### src/rtl/atrlp_pkg.sv
package atrlp_pkg;

  // Default line buffer size: the line length count saturates at this value.
  localparam int unsigned LINE_BUF_SIZE_DEF = 32;

  // Only the first few characters of a line can ever match a result word.
  localparam int unsigned KEEP_CHARS = 5;
  localparam int unsigned KEEP_IDX_W = $clog2(KEEP_CHARS);

  // Configuration port
  localparam int unsigned APB_ADDR_W = 3;
  localparam int unsigned REG_IDX_W  = APB_ADDR_W - 2;
  localparam logic [REG_IDX_W-1:0] IDX_VERBOSE = '0;

  // Line terminators
  localparam logic [7:0] CHAR_CR = 8'h0D;
  localparam logic [7:0] CHAR_LF = 8'h0A;

  typedef enum logic [1:0] {
    FUNC_START = 2'd0,
    FUNC_BYTE  = 2'd1,
    FUNC_TICK  = 2'd2
  } func_e;

  typedef enum logic [2:0] {
    ST_OK      = 3'd0,
    ST_ERROR   = 3'd1,
    ST_READY   = 3'd2,
    ST_UNKNOWN = 3'd3,
    ST_TIMEOUT = 3'd4
  } status_e;

  typedef struct packed {
    logic [1:0]  func;
    logic [7:0]  data_byte;
    logic [7:0]  lines_expected;
    logic [15:0] capture_limit;
    logic [15:0] idle_timeout;
  } item_t;

  typedef struct packed {
    logic        done_res;
    status_e     status;
    logic        capture_valid;
    logic [7:0]  capture_byte;
    logic [15:0] capture_index;
    logic        busy_res;
  } result_t;

  typedef struct packed {
    logic    hit;
    status_e status;
  } match_t;

endpackage

### src/rtl/atrlp_match.sv
// Compares the current line with the result words.
module atrlp_match #(
  parameter int unsigned LINE_BUF_SIZE = atrlp_pkg::LINE_BUF_SIZE_DEF
) (
  input  logic [atrlp_pkg::KEEP_CHARS-1:0][7:0]  chars_i,
  input  logic [$clog2(LINE_BUF_SIZE+1)-1:0]     len_i,
  input  logic                                   verbose_i,
  output atrlp_pkg::match_t                      match_o
);
  import atrlp_pkg::*;

  localparam int unsigned LenW = $clog2(LINE_BUF_SIZE + 1);

  logic is_ok_w, is_error_w, is_zero_w, is_four_w, is_ready_w;

  // Word compares; a length check guards each one
  assign is_ok_w    = (len_i == LenW'(2)) && (chars_i[0] == "O") && (chars_i[1] == "K");
  assign is_error_w = (len_i == LenW'(5)) && (chars_i[0] == "E") && (chars_i[1] == "R") &&
                      (chars_i[2] == "R") && (chars_i[3] == "O") && (chars_i[4] == "R");
  assign is_ready_w = (len_i == LenW'(5)) && (chars_i[0] == "R") && (chars_i[1] == "E") &&
                      (chars_i[2] == "A") && (chars_i[3] == "D") && (chars_i[4] == "Y");
  assign is_zero_w  = (len_i == LenW'(1)) && (chars_i[0] == "0");
  assign is_four_w  = (len_i == LenW'(1)) && (chars_i[0] == "4");

  // Mode words first, READY in both modes
  always_comb begin
    match_o = '{hit: 1'b0, status: ST_OK};
    priority if (verbose_i && is_ok_w) begin
      match_o = '{hit: 1'b1, status: ST_OK};
    end else if (verbose_i && is_error_w) begin
      match_o = '{hit: 1'b1, status: ST_ERROR};
    end else if (!verbose_i && is_zero_w) begin
      match_o = '{hit: 1'b1, status: ST_OK};
    end else if (!verbose_i && is_four_w) begin
      match_o = '{hit: 1'b1, status: ST_ERROR};
    end else if (is_ready_w) begin
      match_o = '{hit: 1'b1, status: ST_READY};
    end else begin
      match_o = '{hit: 1'b0, status: ST_OK};
    end
  end

endmodule

### src/rtl/atrlp_core.sv
// Parser state and the per-item update.
module atrlp_core #(
  parameter int unsigned LINE_BUF_SIZE = atrlp_pkg::LINE_BUF_SIZE_DEF
) (
  input  logic               clk_i,
  input  logic               rst_ni,
  input  logic               fire_i,
  input  atrlp_pkg::item_t   item_i,
  input  logic               verbose_i,
  output atrlp_pkg::result_t result_o
);
  import atrlp_pkg::*;

  localparam int unsigned LenW = $clog2(LINE_BUF_SIZE + 1);

  logic                            active_q, active_d;
  logic [KEEP_CHARS-1:0][7:0]      chars_q;
  logic [LenW-1:0]                 len_q, len_d;
  logic [8:0]                      line_num_q, line_num_d;
  logic [15:0]                     text_q, text_d;
  logic [7:0]                      exp_q, exp_d;
  logic [15:0]                     cap_q, cap_d;
  logic [15:0]                     tmo_q, tmo_d;
  logic [15:0]                     idle_q, idle_d;

  logic       is_eol;
  logic       cap_ok;
  logic       char_wr;
  logic [8:0] line_num_inc;
  logic [15:0] idle_inc;
  match_t     match;

  atrlp_match #(
    .LINE_BUF_SIZE(LINE_BUF_SIZE)
  ) u_match (
    .chars_i  (chars_q),
    .len_i    (len_q),
    .verbose_i(verbose_i),
    .match_o  (match)
  );

  assign is_eol       = (item_i.data_byte == CHAR_CR) || (item_i.data_byte == CHAR_LF);
  assign line_num_inc = line_num_q + 9'd1;
  assign idle_inc     = (idle_q != 16'hFFFF) ? idle_q + 16'd1 : idle_q;
  assign cap_ok       = (cap_q != 16'd0) && (text_q < (cap_q - 16'd1)) &&
                        ((exp_q == 8'd1) || (line_num_q < {1'b0, exp_q}));

  // Next state and result
  always_comb begin
    active_d   = active_q;
    len_d      = len_q;
    line_num_d = line_num_q;
    text_d     = text_q;
    exp_d      = exp_q;
    cap_d      = cap_q;
    tmo_d      = tmo_q;
    idle_d     = idle_q;
    char_wr    = 1'b0;
    result_o   = '{done_res: 1'b0, status: ST_OK, capture_valid: 1'b0,
                   capture_byte: 8'd0, capture_index: 16'd0, busy_res: 1'b0};

    unique case (func_e'(item_i.func))
      FUNC_START: begin
        active_d   = 1'b1;
        len_d      = '0;
        line_num_d = 9'd1;
        text_d     = 16'd0;
        exp_d      = item_i.lines_expected;
        cap_d      = item_i.capture_limit;
        tmo_d      = item_i.idle_timeout;
        idle_d     = 16'd0;
      end
      FUNC_BYTE: begin
        if (active_q) begin
          idle_d = 16'd0;
          if (is_eol) begin
            // Empty lines are skipped
            if (len_q != '0) begin
              if (match.hit) begin
                result_o.done_res = 1'b1;
                result_o.status   = match.status;
                active_d          = 1'b0;
              end else begin
                line_num_d = line_num_inc;
                if (line_num_inc > {1'b0, exp_q}) begin
                  result_o.done_res = 1'b1;
                  result_o.status   = ST_UNKNOWN;
                  active_d          = 1'b0;
                end else begin
                  len_d = '0;
                end
              end
            end
          end else begin
            if (cap_ok) begin
              result_o.capture_valid = 1'b1;
              result_o.capture_byte  = item_i.data_byte;
              result_o.capture_index = text_q;
            end
            char_wr = (len_q < LenW'(KEEP_CHARS));
            if (len_q < LenW'(LINE_BUF_SIZE)) begin
              len_d = len_q + LenW'(1);
            end
            if (text_q != 16'hFFFF) begin
              text_d = text_q + 16'd1;
            end
          end
        end
      end
      FUNC_TICK: begin
        if (active_q) begin
          idle_d = idle_inc;
          if (idle_inc >= tmo_q) begin
            result_o.done_res = 1'b1;
            result_o.status   = ST_TIMEOUT;
            active_d          = 1'b0;
          end
        end
      end
      default: ;
    endcase

    result_o.busy_res = active_d;
  end

  // Control and counters
  always_ff @(posedge clk_i or negedge rst_ni) begin
    if (!rst_ni) begin
      active_q   <= 1'b0;
      len_q      <= '0;
      line_num_q <= 9'd1;
      text_q     <= 16'd0;
      exp_q      <= 8'd1;
      cap_q      <= 16'd0;
      tmo_q      <= 16'd0;
      idle_q     <= 16'd0;
    end else if (fire_i) begin
      active_q   <= active_d;
      len_q      <= len_d;
      line_num_q <= line_num_d;
      text_q     <= text_d;
      exp_q      <= exp_d;
      cap_q      <= cap_d;
      tmo_q      <= tmo_d;
      idle_q     <= idle_d;
    end
  end

  // Head of the line; later characters never take part in a match
  always_ff @(posedge clk_i) begin
    if (fire_i && char_wr) begin
      chars_q[len_q[KEEP_IDX_W-1:0]] <= item_i.data_byte;
    end
  end

endmodule

### src/rtl/at_response_line_parser_unit.sv
// Channel   Dir  Transfer when             Contents
// s_axis    in   s_axis_tvalid&tready     tuser: func; tdata: byte, lines, capture, timeout
// m_axis    out  m_axis_tvalid&tready     tlast: done; tdata: status, capture, busy
// apb       in   psel&penable&pwrite      verbose_mode at byte address 0
//
// One item per cycle while results are taken; a result passes the input register, then
// the state update stage that loads the result register.
// The single state update stage sets the rate: each item sees the previous one's state.
// rst_ni clears all parser state asynchronously; the line head holds no reset.
// A stalled result holds in the output register; the input register takes one more
// item, then s_axis_tready drops until the result is taken.
module at_response_line_parser_unit #(
  parameter int unsigned LINE_BUF_SIZE = atrlp_pkg::LINE_BUF_SIZE_DEF
) (
  input  logic                             clk_i,
  input  logic                             rst_ni,
  input  logic                             s_axis_tvalid,
  output logic                             s_axis_tready,
  // [7:0] data_byte, [15:8] lines_expected, [31:16] capture_limit, [47:32] idle_timeout
  input  logic [47:0]                      s_axis_tdata,
  // [1:0] func
  input  logic [1:0]                       s_axis_tuser,
  output logic                             m_axis_tvalid,
  input  logic                             m_axis_tready,
  // [2:0] status, [3] capture_valid, [11:4] capture_byte, [27:12] capture_index,
  // [28] busy_res, [31:29] zero
  output logic [31:0]                      m_axis_tdata,
  output logic                             m_axis_tlast,
  input  logic                             psel,
  input  logic                             penable,
  input  logic                             pwrite,
  input  logic [atrlp_pkg::APB_ADDR_W-1:0] paddr,
  input  logic [31:0]                      pwdata,
  output logic [31:0]                      prdata,
  output logic                             pready
);
  import atrlp_pkg::*;

  logic    in_vld_q, in_vld_d;
  item_t   in_q;
  logic    out_vld_q, out_vld_d;
  result_t out_q;
  result_t result;
  logic    advance;
  logic    fire;
  logic    verbose_q;
  logic    reg_sel;

  // Pipeline flow
  assign advance       = !out_vld_q || m_axis_tready;
  assign fire          = in_vld_q && advance;
  assign s_axis_tready = !in_vld_q || advance;
  assign in_vld_d      = s_axis_tready ? s_axis_tvalid : in_vld_q;
  assign out_vld_d     = advance ? in_vld_q : out_vld_q;

  always_ff @(posedge clk_i or negedge rst_ni) begin
    if (!rst_ni) begin
      in_vld_q  <= 1'b0;
      out_vld_q <= 1'b0;
    end else begin
      in_vld_q  <= in_vld_d;
      out_vld_q <= out_vld_d;
    end
  end

  // Input and result payload registers
  always_ff @(posedge clk_i) begin
    if (s_axis_tready && s_axis_tvalid) begin
      in_q.func           <= s_axis_tuser;
      in_q.data_byte      <= s_axis_tdata[7:0];
      in_q.lines_expected <= s_axis_tdata[15:8];
      in_q.capture_limit  <= s_axis_tdata[31:16];
      in_q.idle_timeout   <= s_axis_tdata[47:32];
    end
    if (fire) begin
      out_q <= result;
    end
  end

  atrlp_core #(
    .LINE_BUF_SIZE(LINE_BUF_SIZE)
  ) u_core (
    .clk_i    (clk_i),
    .rst_ni   (rst_ni),
    .fire_i   (fire),
    .item_i   (in_q),
    .verbose_i(verbose_q),
    .result_o (result)
  );

  // Configuration register
  assign reg_sel = (paddr[APB_ADDR_W-1:2] == IDX_VERBOSE);
  assign pready  = 1'b1;
  assign prdata  = reg_sel ? {31'd0, verbose_q} : 32'd0;

  always_ff @(posedge clk_i or negedge rst_ni) begin
    if (!rst_ni) begin
      verbose_q <= 1'b1;
    end else if (psel && penable && pwrite && pready && reg_sel) begin
      verbose_q <= pwdata[0];
    end
  end

  // Result channel
  assign m_axis_tvalid = out_vld_q;
  assign m_axis_tlast  = out_q.done_res;
  assign m_axis_tdata  = {3'd0, out_q.busy_res, out_q.capture_index, out_q.capture_byte,
                          out_q.capture_valid, out_q.status};

endmodule

### config.mk
export PLATFORM = sky130hd
export DESIGN_NAME = at_response_line_parser_unit
export DESIGN_NICKNAME = d
export VERILOG_FILES = /design/src/rtl/atrlp_pkg.sv /design/src/rtl/atrlp_match.sv /design/src/rtl/atrlp_core.sv /design/src/rtl/at_response_line_parser_unit.sv
export SDC_FILE = /design/constraint.sdc
export NUM_CORES = 1
export LEC_CHECK = 0
export ABC_AREA = 1
export BUFFER_PORTS_ARGS = -buffer_cell sky130_fd_sc_hd__clkbuf_2
export CELL_PAD_IN_SITES_DETAIL_PLACEMENT = 1
export CELL_PAD_IN_SITES_GLOBAL_PLACEMENT = 1
export CORE_UTILIZATION = 48
export CTS_CLUSTER_SIZE = 40
export DETAILED_ROUTE_END_ITERATION = 8
export PLACE_DENSITY = 0.95
export SETUP_SLACK_MARGIN = 0.4
export SLEW_MARGIN = 20
export SYNTH_ARGS = -nofsm -noshare
export SYNTH_HDL_FRONTEND = slang
export SYNTH_SLANG_ARGS = --single-unit
### constraint.sdc
create_clock -name clk_i -period 8.4 [get_ports clk_i]
set_clock_uncertainty 0.15 [all_clocks]
set_input_delay 0.42 -clock clk_i [delete_from_list [all_inputs] [get_ports clk_i]]
set_output_delay 0.42 -clock clk_i [all_outputs]
set_load 0.02 [all_outputs]
==> impl_metrics.prom <==
# TYPE chip_impl_metric gauge
chip_impl_metric{name="slew_viol_final",unit=""} 0
chip_impl_metric{name="grt_pass1_vias",unit=""} 9747
chip_impl_info{name="grt_setup_unrepaired",value="false"} 1
chip_impl_metric{name="postRouteWirelength",unit="um"} 34600
chip_impl_metric{name="die_footprint",unit="mm^2"} 0.0231
chip_impl_metric{name="worst_path_maximum_fanout",unit=""} 25
chip_impl_metric{name="p_per_area",unit="mW/mm^2"} 253
chip_impl_metric{name="min_period_over_period",unit=""} 0.532
chip_impl_metric{name="synth_cell_type_count",unit=""} 44
chip_impl_metric{name="top_level_port_count",unit=""} 160
chip_impl_info{name="synth_flop_cell",value="edfxtp_1"} 1
chip_impl_metric{name="hold_violations",unit=""} 0
chip_impl_metric{name="rd_place_congestion",unit=""} 0.866
chip_impl_metric{name="via_per_inst",unit=""} 5.68
chip_impl_metric{name="vdd_ir_drop_max",unit="uV"} 205
chip_impl_info{name="hold_path_end",value="m_axis_tvalid"} 1
chip_impl_info{name="violations",value="design-rule violations"} 1
chip_impl_info{name="critical-path-slowest-cell",value="nand4_4"} 1
chip_impl_metric{name="num-fill-cells",unit=""} 2405
chip_impl_info{name="cts-root-buf",value="clkbuf_16"} 1
chip_impl_metric{name="postRouteAntennaNets",unit=""} 0
chip_impl_metric{name="detail_route.iter0.violations",unit=""} 744
chip_impl_metric{name="initial_antenna_violation_count",unit=""} 0
chip_impl_metric{name="clk-insertion-delay-late",unit="ps"} 530
chip_impl_info{name="cts_tree",value="built"} 1
chip_impl_metric{name="final-seq-area",unit="mm^2"} 0.00588
chip_impl_metric{name="drtPass1Iterations",unit=""} 9
chip_impl_metric{name="fin_area",unit="mm^2"} 0.0127
chip_impl_metric{name="row_count",unit=""} 54
chip_impl_info{name="crit_path_start_kind",value="register"} 1
chip_impl_metric{name="setup_tns",unit="ps"} 0
chip_impl_metric{name="dpl_cell_area",unit="mm^2"} 0.0114
chip_impl_metric{name="timing.reg2reg.worst_path_depth",unit=""} 17
chip_impl_metric{name="path_clk_slew",unit="ps"} 70
chip_impl_metric{name="tightest_slew",unit="ps"} 1060
chip_impl_metric{name="clock_tree.htree_level_count",unit=""} 1
chip_impl_metric{name="dp_hpwl",unit="um"} 20200
chip_impl_metric{name="core_area",unit="mm^2"} 0.0220
chip_impl_info{name="synth_top_cell_by_area",value="edfxtp_1"} 1
chip_impl_info{name="cpMostUsedCell",value="nand2_1"} 1
chip_impl_info{name="timing.rr.start",value="u_core.cap_q[2]"} 1
chip_impl_metric{name="netlist_instances",unit=""} 1097
chip_impl_metric{name="whs_path_depth",unit=""} 4
chip_impl_metric{name="nets",unit=""} 1403
chip_impl_metric{name="fp.dieW",unit="um"} 152
chip_impl_metric{name="cts_resized",unit=""} 0
chip_impl_metric{name="wl_per_cell",unit="um"} 22.4
chip_impl_info{name="crit_path_cell_trace",value="nor2_1 -> nand2_1 -> nor3_2 -> nand2_1 -> nor3_2 -> nand2_1 -> nor3_2 -> nor3b_2 -> xor2_1 -> ha_1 -> nand2_1 -> nor2_1 -> a211oi_1 -> nand2_1 -> inv_2 -> nand4_4 -> nor2_1"} 1
chip_impl_info{name="timing.setup.critical_path_class",value="reg2reg"} 1
chip_impl_metric{name="final_core_util",unit=""} 0.579
chip_impl_metric{name="area_of_the_multi_input_gates",unit="mm^2"} 0.00405
chip_impl_metric{name="clock_tree_buffer_depth",unit=""} 3
chip_impl_metric{name="yosysTopAreaCellShare",unit=""} 0.334
chip_impl_metric{name="cts.sink_count",unit=""} 211
chip_impl_metric{name="leakage",unit="nW"} 5.62
chip_impl_metric{name="synth_register_bits",unit=""} 211
chip_impl_metric{name="critical_path_required",unit="ps"} 8580
chip_impl_metric{name="dieHeight",unit="um"} 152
chip_impl_metric{name="grt_usage",unit=""} 0.303
chip_impl_metric{name="min_period",unit="ps"} 4470
chip_impl_metric{name="drc",unit=""} 16
chip_impl_metric{name="cp_data_arrival_time",unit="ps"} 4640
chip_impl_metric{name="worst_rel_slew_slack",unit=""} 0.292
chip_impl_metric{name="diodes",unit=""} 0
chip_impl_metric{name="drive_above_1_share",unit=""} 0.161
chip_impl_info{name="post_synth_main_area_contributors",value="edfxtp_1, dfrtp_1, ha_1"} 1
chip_impl_info{name="library_cell_with_the_highest_instance_count_after_synthesis",value="nand2_1"} 1
chip_impl_metric{name="syn-mean-instance-area",unit="um^2"} 9.84
chip_impl_metric{name="reg2reg_slack",unit="ps"} 3930
chip_impl_info{name="hold_class",value="in2reg"} 1
chip_impl_metric{name="first_pass_grt_wire_length",unit="um"} 54100
chip_impl_metric{name="io_buffer_count",unit=""} 91
chip_impl_metric{name="grt.overflow.total",unit=""} 0
chip_impl_info{name="regToRegEndpoint",value="m_axis_tdata[13]"} 1
chip_impl_metric{name="max_cap_viol",unit=""} 0
chip_impl_info{name="timing.hold.worst.start",value="m_axis_tready"} 1
chip_impl_info{name="ys_top_cells_by_count",value="nand2_1, inv_1, edfxtp_1"} 1
chip_impl_info{name="crit_family",value="simple AND/OR/NAND/NOR gates"} 1
chip_impl_metric{name="cp.buffers_inverters",unit=""} 1
chip_impl_metric{name="maximum_number_of_pins_on_one_net_before_global_route_repair",unit=""} 71
chip_impl_metric{name="via_count",unit=""} 8794
chip_impl_metric{name="crit_path_max_incr_delay",unit="ps"} 470
chip_impl_metric{name="setup_violating_endpoint_count_in_the_final_report",unit=""} 0
chip_impl_metric{name="synthesis.yosys.warnings",unit=""} 0
chip_impl_metric{name="initial_utilization",unit=""} 0.492
chip_impl_metric{name="area_growth",unit="%"} 17.8
chip_impl_metric{name="finalPower",unit="mW"} 3.21
chip_impl_metric{name="achievable-frequency",unit="GHz"} 0.224
chip_impl_info{name="end_kind",value="register"} 1
chip_impl_metric{name="synth_area",unit="mm^2"} 0.0108
chip_impl_metric{name="synth_enable_flop_cells",unit=""} 120
chip_impl_metric{name="cts_made_buffers",unit=""} 23
chip_impl_metric{name="synthArstFlopShare",unit=""} 0.431
chip_impl_metric{name="synth-seq-area-share",unit=""} 0.545
chip_impl_info{name="status",value="complete, but fails checks"} 1
-- per-stage QoR --
stage | hold slack (ps) | instances | worst slack (ps)
2_1_floorplan | -25.6 | 1130 | 5470
3_3_place_gp | 283 | 1451 | 4470
3_5_place_dp | 287 | 1451 | 4010
4_1_cts | 23.9 | 1547 | 3980
5_1_grt | 136 | 1548 | 3740
6_report | 118 | 1548 | 3930
-- worst reg2reg max path, cell delays in order, from the launching register on --
cell	delay, ps
dfrtp_1	430
nor2_1	140
nand2_1	130
nor3_2	330
nand2_1	230
nor3_2	220
nand2_1	160
nor3_2	200
nor3b_2	270
xor2_1	250
ha_1	300
nand2_1	120
nor2_1	60
a211oi_1	200
nand2_1	120
inv_2	110
nand4_4	470
nor2_1	370
-- state kept, by name, summed over array words and instances, names as in the netlist, 9 cells and up --
register	count
in_q	50
m_axis_tdata	29
u_core.cap_q	16
u_core.chars_q	40
u_core.idle_q	16
u_core.line_num_q	9
u_core.text_q	16
u_core.tmo_q	16
-- routing by layer --
layer	part of all wire	wire length (um)	vias up	global-route usage
met2	0.51	17600	456	0.538
li1	-	-	3862	-
met3	0.073	2520	159	0.0545
met5	0	0	-	0
met1	0.36	12500	4317	0.340
met4	0.058	2000	0	0.182
-- worst max-delay path by stage --
stage                    startpoint                  to  slack [ps]  depth (start not counted)
floorplan           u_core.cap_q[2]    m_axis_tdata[18]        5470                         18
finish              u_core.cap_q[2]    m_axis_tdata[13]        3930                         17
detailed placement         in_q[49]   u_core.chars_q[5]        4010                          8
global placement           in_q[49]  u_core.chars_q[36]        4470                          8
global route        u_core.cap_q[2]    m_axis_tdata[13]        3740                         17
CTS                        in_q[49]   u_core.chars_q[1]        3980                          8
-- kinds of logic after synthesis --
kind of cell    Yosys count  share of synthesized area
fa+ha+maj                60                     0.0695
xor+xnor                 44                     0.0364
buf+inv                 215                     0.0931
flops                   211                      0.545
simple gates            435                      0.186
other cells               2                   0.000696
compound gates          130                     0.0687
-- cell type report --
class / count / area share
multi-input cells: 704 / 0.319
well taps: 280 / 0.0276
clock inverters: 16 / 0.0132
clock buffers: 26 / 0.0477
inverters: 160 / 0.0473
flip-flops and latches: 211 / 0.463
repair buffers: 151 / 0.0827
-- power breakdown --
| part | total [mW] | internal [mW] | switching [mW] |
|---|---|---|---|
| Clock | 1.07 | 0.615 | 0.453 |
| Sequential | 1.37 | 1.25 | 0.127 |
| Combinational | 0.770 | 0.246 | 0.524 |
| Total | 3.21 | 2.11 | 1.10 |
-- layout by cell type (no fill, tap or decap), types with 31 or more instances in the layout --
cell and n:
dlygate4sd3_1 54, o21ai_0 54, nand3_1 46, nor2_1 90, ha_1 60, dfrtp_1 88, xor2_1 36, inv_1 152
conb_1 35, nand2_1 200, clkbuf_2 90, edfxtp_1 120, a21oi_1 31
-- repair_timing --
item                                    CTS  global route
hold buffers                             54             0
buffers inserted                          0             0
hold endpoints to repair                 96             0
endpoints found under the setup margin    0             0
No activity file was read; power rests on OpenSTA's default activity.
